`config.mk`:
```
export PLATFORM = sky130hd
export DESIGN_NAME = bhtq_ctrl
export DESIGN_NICKNAME = d
export VERILOG_FILES = /design/src/rtl/bhtq_pkg.sv /design/src/rtl/bhtq_ctrl.sv
export SDC_FILE = /design/constraint.sdc
export NUM_CORES = 1
export LEC_CHECK = 0
export BUFFER_PORTS_ARGS = -buffer_cell sky130_fd_sc_hd__buf_2
export CORE_AREA = 2 2 39 41
export DETAILED_ROUTE_END_ITERATION = 10
export DIE_AREA = 0 0 41 43
export PLACE_DENSITY = 0.68
export SKIP_CTS_REPAIR_TIMING = 1
export SYNTH_ARGS = -nofsm -noshare
export SYNTH_HDL_FRONTEND = slang
export SYNTH_SLANG_ARGS = --single-unit
```
`constraint.sdc`:
```
create_clock -name clock -period 3.65 [get_ports clock]
set_clock_uncertainty 0.05 [all_clocks]
set_input_delay 0.365 -clock clock [delete_from_list [all_inputs] [get_ports clock]]
set_output_delay 0.365 -clock clock [all_outputs]
set_load 0.02 [all_outputs]
```
`src/rtl/bhtq_pkg.sv`:
```
// ----------------------------------------------------------------------------
// bhtq_pkg: shared types and constants for the binary heap task queue
// Heap geometry, entry layout, opcodes, status codes and the command and
// status bundles between the queue controller and its datapath.
// ----------------------------------------------------------------------------
package bhtq_pkg;

   localparam int QUEUE_DEPTH = 256;
   localparam int ADDR_W      = $clog2(QUEUE_DEPTH);
   localparam int CNT_W       = $clog2(QUEUE_DEPTH + 1);
   localparam int IDX_W       = ADDR_W + 2;
   localparam int ENTRY_W     = 9;

   localparam logic [1:0] OP_PUSH = 2'd0;
   localparam logic [1:0] OP_POP  = 2'd1;
   localparam logic [1:0] OP_PEEK = 2'd2;

   localparam logic [1:0] RSP_OK    = 2'd0;
   localparam logic [1:0] RSP_FULL  = 2'd1;
   localparam logic [1:0] RSP_EMPTY = 2'd2;

   typedef struct packed {
      logic [2:0]  prio;
      logic [47:0] stamp;
   } key_type;

   typedef struct packed {
      key_type     key;
      logic [31:0] chunk_no;
      logic [3:0]  peer_slot;
      logic [2:0]  retries;
   } entry_type;

   // read address selection: parent of hole, both children of hole,
   // or root plus last entry
   typedef enum logic [1:0] {
      RD_UP,
      RD_DOWN,
      RD_ENDS
   } rd_mode_type;

   typedef enum logic [1:0] {
      WR_NONE,
      WR_ITEM,
      WR_PARENT,
      WR_CHILD
   } wr_sel_type;

   typedef enum logic [2:0] {
      HOLE_KEEP,
      HOLE_COUNT,
      HOLE_ROOT,
      HOLE_PARENT,
      HOLE_BEST
   } hole_sel_type;

   typedef enum logic [1:0] {
      CNT_KEEP,
      CNT_INC,
      CNT_DEC
   } cnt_op_type;

   typedef struct packed {
      logic         load_req;
      logic         load_last;
      rd_mode_type  rd_mode;
      wr_sel_type   wr_sel;
      hole_sel_type hole_sel;
      cnt_op_type   cnt_op;
      logic         rsp_load;
      logic [1:0]   rsp_code;
      logic         rsp_root;
   } dp_cmd_type;

   typedef struct packed {
      logic [1:0] op;
      logic       empty;
      logic       full;
      logic       up_move;
      logic       dn_move;
   } dp_status_type;

endpackage

```
`src/rtl/bhtq_ctrl.sv`:
```
// ----------------------------------------------------------------------------
// bhtq_ctrl: queue sequencer
// Decodes the request and steps the datapath through push sift-up and pop
// sift-down, one heap level per cycle.
// ----------------------------------------------------------------------------
module bhtq_ctrl import bhtq_pkg::*; (
   input  logic          clock,
   input  logic          reset,
   input  logic          start,
   output logic          busy,
   input  dp_status_type status,
   output dp_cmd_type    cmd
);

   typedef enum logic [2:0] {
      S_IDLE,
      S_DECODE,
      S_TOP,
      S_UP,
      S_DOWN
   } state_type;

   state_type state_ff;
   state_type state_in;

   always_comb begin
      state_in     = state_ff;
      cmd          = '0;
      cmd.rd_mode  = RD_UP;
      cmd.wr_sel   = WR_NONE;
      cmd.hole_sel = HOLE_KEEP;
      cmd.cnt_op   = CNT_KEEP;
      cmd.rsp_code = RSP_OK;
      case (state_ff)
         S_IDLE: begin
            if (start) begin
               cmd.load_req = 1'b1;
               state_in     = S_DECODE;
            end
         end
         S_DECODE: begin
            case (status.op)
               OP_PUSH: begin
                  if (status.full) begin
                     cmd.rsp_load = 1'b1;
                     cmd.rsp_code = RSP_FULL;
                     state_in     = S_IDLE;
                  end else begin
                     cmd.hole_sel = HOLE_COUNT;
                     cmd.cnt_op   = CNT_INC;
                     cmd.rd_mode  = RD_UP;
                     state_in     = S_UP;
                  end
               end
               OP_POP, OP_PEEK: begin
                  if (status.empty) begin
                     cmd.rsp_load = 1'b1;
                     cmd.rsp_code = RSP_EMPTY;
                     state_in     = S_IDLE;
                  end else begin
                     cmd.rd_mode = RD_ENDS;
                     if (status.op == OP_POP) begin
                        cmd.cnt_op = CNT_DEC;
                     end
                     state_in = S_TOP;
                  end
               end
               default: begin
                  cmd.rsp_load = 1'b1;
                  state_in     = S_IDLE;
               end
            endcase
         end
         S_TOP: begin
            cmd.rsp_load = 1'b1;
            cmd.rsp_root = 1'b1;
            // last entry moves into the root hole and sinks
            if (status.op == OP_POP && !status.empty) begin
               cmd.load_last = 1'b1;
               cmd.hole_sel  = HOLE_ROOT;
               cmd.rd_mode   = RD_DOWN;
               state_in      = S_DOWN;
            end else begin
               state_in = S_IDLE;
            end
         end
         S_UP: begin
            if (status.up_move) begin
               cmd.wr_sel   = WR_PARENT;
               cmd.hole_sel = HOLE_PARENT;
               cmd.rd_mode  = RD_UP;
            end else begin
               cmd.wr_sel   = WR_ITEM;
               cmd.rsp_load = 1'b1;
               state_in     = S_IDLE;
            end
         end
         S_DOWN: begin
            if (status.dn_move) begin
               cmd.wr_sel   = WR_CHILD;
               cmd.hole_sel = HOLE_BEST;
               cmd.rd_mode  = RD_DOWN;
            end else begin
               cmd.wr_sel = WR_ITEM;
               state_in   = S_IDLE;
            end
         end
         default: begin
            state_in = S_IDLE;
         end
      endcase
   end

   always_ff @(posedge clock) begin
      if (reset) begin
         state_ff <= S_IDLE;
      end else begin
         state_ff <= state_in;
      end
   end

   assign busy = (state_ff != S_IDLE);

endmodule

```
==> metrics.csv <==
metric,value,unit
grt_max_degree,16,
rows,14,
crit_type,register to output port,
grt_pass1_vias,365,
portBuffers,24,
p_leak,0.299,nW
timing.setup.tns,0,ps
rsz0062_at_grt,false,
cts_tree,built,
die_w,41,um
drt_first_pass_iters,4,
cts_sinks,3,
setup_ws,1600,ps
finalHoldViolCount,0,
numCtsBuffers,3,
max_freq,489,MHz
start_util,0.297,
syn_nets,68,
area_growth,34.5,%
pin_count,25,
synthArstFlopShare,0,
die_height,43,um
avgSynthCellArea,7.33,um2
h-tree-depth,1,
rrSetupSlack,2260,ps
viasPerCell,4.90,
r2r_start,state_ff[2],
drtAntennaViolNets,0,
dp_hpwl,782,um
synth_area,410,um2
antennaDiodeCount,0,
required,3230,ps
stdcell_count,96,
top_register,state_ff,
final_nets,93,
hold_end,state_ff[2],
dieArea,0.00176,mm2
synth.distinct_cells,29,
drive_gt1_frac,0.413,
placedCellCount,92,
wl_per_cell,10.8,um
grt_pass1_wl,1.53,mm
fill_cells,160,
synthFlopType,dfxtp_1,
end_kind,output port,
reg.largest.list,state_ff (3),
dr.first_iter.drc_count,7,
cts.clk_slew.worst_paths,40,ps
crit_arrival,1630,ps
register_area,60.1,um2
wl,1.03,mm
rr_worst_depth,3,
grt_use_total,0.128,
synth_warnings,0,
ir_worst_vdd,0.121,mV
ys_ff_latch,3,
hp-start,reset,
slew_violations,0,
max_slew_margin,0.704,
clk_path_buf_depth,2,
cp-start-kind,register,
cap_violations,0,
finalCritPeriodShare,0.561,
clock_latency,240,ps
hold_class,input port to register,
overflow,0,
setup-violations-final,0,
r2r-end,state_ff[2],
hold_depth,2,
fin_util,0.399,
coreArea,0.00138,mm2
dp_slack,1640,ps
multi_input_area,303,um2
post-route-min-period,2050,ps
worstMarginPinSlew,443,ps
outcome,"complete, no violations",
syn_inst,56,
powerDensity,253,mW/mm2
num_vias,470,
place.gp.congestion,0.648,
synth-seq-area-share,0.146,
cts_root_buffer,clkbuf_4,
worst-path-max-fanout,15,
largest_reg_flops,3,
antenna_found_initial,0,
synth_edf_count,0,
post-route-drc-count,0,
## where the power goes
| group | switching, mW | leakage [nW] | internal [mW] |
|---|---|---|---|
| sequential | 0.00463 | 0.0245 | 0.0343 |
| combinational | 0.0228 | 0.259 | 0.0174 |
| clock | 0.0193 | 0.0150 | 0.0411 |
| total | 0.0468 | 0.299 | 0.0928 |
## synth_stat cells (2+ instances only)
master    count  share of area
o31ai_1       2          0.037
nor3_1        4          0.049
nor3b_1       3          0.055
buf_2         2          0.024
dfxtp_1       3           0.15
a21oi_1       3          0.037
nand2b_1      4          0.061
inv_1         6          0.055
nand2_1       4          0.037
ha_1          3          0.091
nor2_1        3          0.027
buf_4         2          0.037
## kinds of logic (layout without fill, tap and decap cells)
group / Yosys count / count (layout) / synth area share
buf+inv: 10 / 34 / 0.116
compound gates: 13 / 13 / 0.238
fa+ha+maj: 3 / 3 / 0.0915
flops: 3 / 3 / 0.146
simple gates: 27 / 27 / 0.409
## how the worst max path moves through the flow
stage / from / cells past startpoint / end
3_5_place_dp: status[5] / 7 / cmd[11]
5_1_grt: state_ff[0] / 4 / cmd[2]
2_1_floorplan: status[5] / 5 / cmd[11]
4_1_cts: state_ff[0] / 4 / cmd[2]
3_3_place_gp: status[5] / 7 / cmd[11]
6_report: state_ff[0] / 4 / cmd[2]
## metal layers
metal / part of all wire / wire, um / track usage
met5: 0 / 0 / 0
met4: 0.013 / 13 / 0.0600
met2: 0.44 / 458 / 0.181
met3: 0.088 / 91 / 0.0524
met1: 0.45 / 468 / 0.162
## worst max-delay path, stage by stage (launching register included)
cell and delay [ps]:
dfxtp_1 580, nor3b_2 330, nand2_1 110, nor3b_1 180, buf_2 190
## stage by stage
step | cell area (um2) | hold WS [ps] | total power [mW]
2_1_floorplan | 410 | 380 | 0.0658
3_3_place_gp | 526 | 519 | 0.0791
4_1_cts | 552 | 265 | 0.144
3_5_place_dp | 526 | 525 | 0.0796
6_report | 552 | 275 | 0.140
5_1_grt | 552 | 272 | 0.152
## cells in the final DEF, fill, tap and decap left out, types with 2 or more instances in the layout
cell       n
buf_2     24
inv_1      6
nor3_1     4
nand2b_1   4
nand2_1    4
a21oi_1    3
nor3b_1    3
nor2_1     3
ha_1       3
clkbuf_4   3
dfxtp_1    3
o31ai_1    2
## layout make-up
cell class | count | area share
multi-input cells | 43 | 0.549
well taps | 16 | 0.0363
repair buffers | 24 | 0.218
inverters | 6 | 0.0408
clock buffers | 4 | 0.0476
flip-flops and latches | 3 | 0.109
No activity file was read; power rests on OpenSTA's default activity.
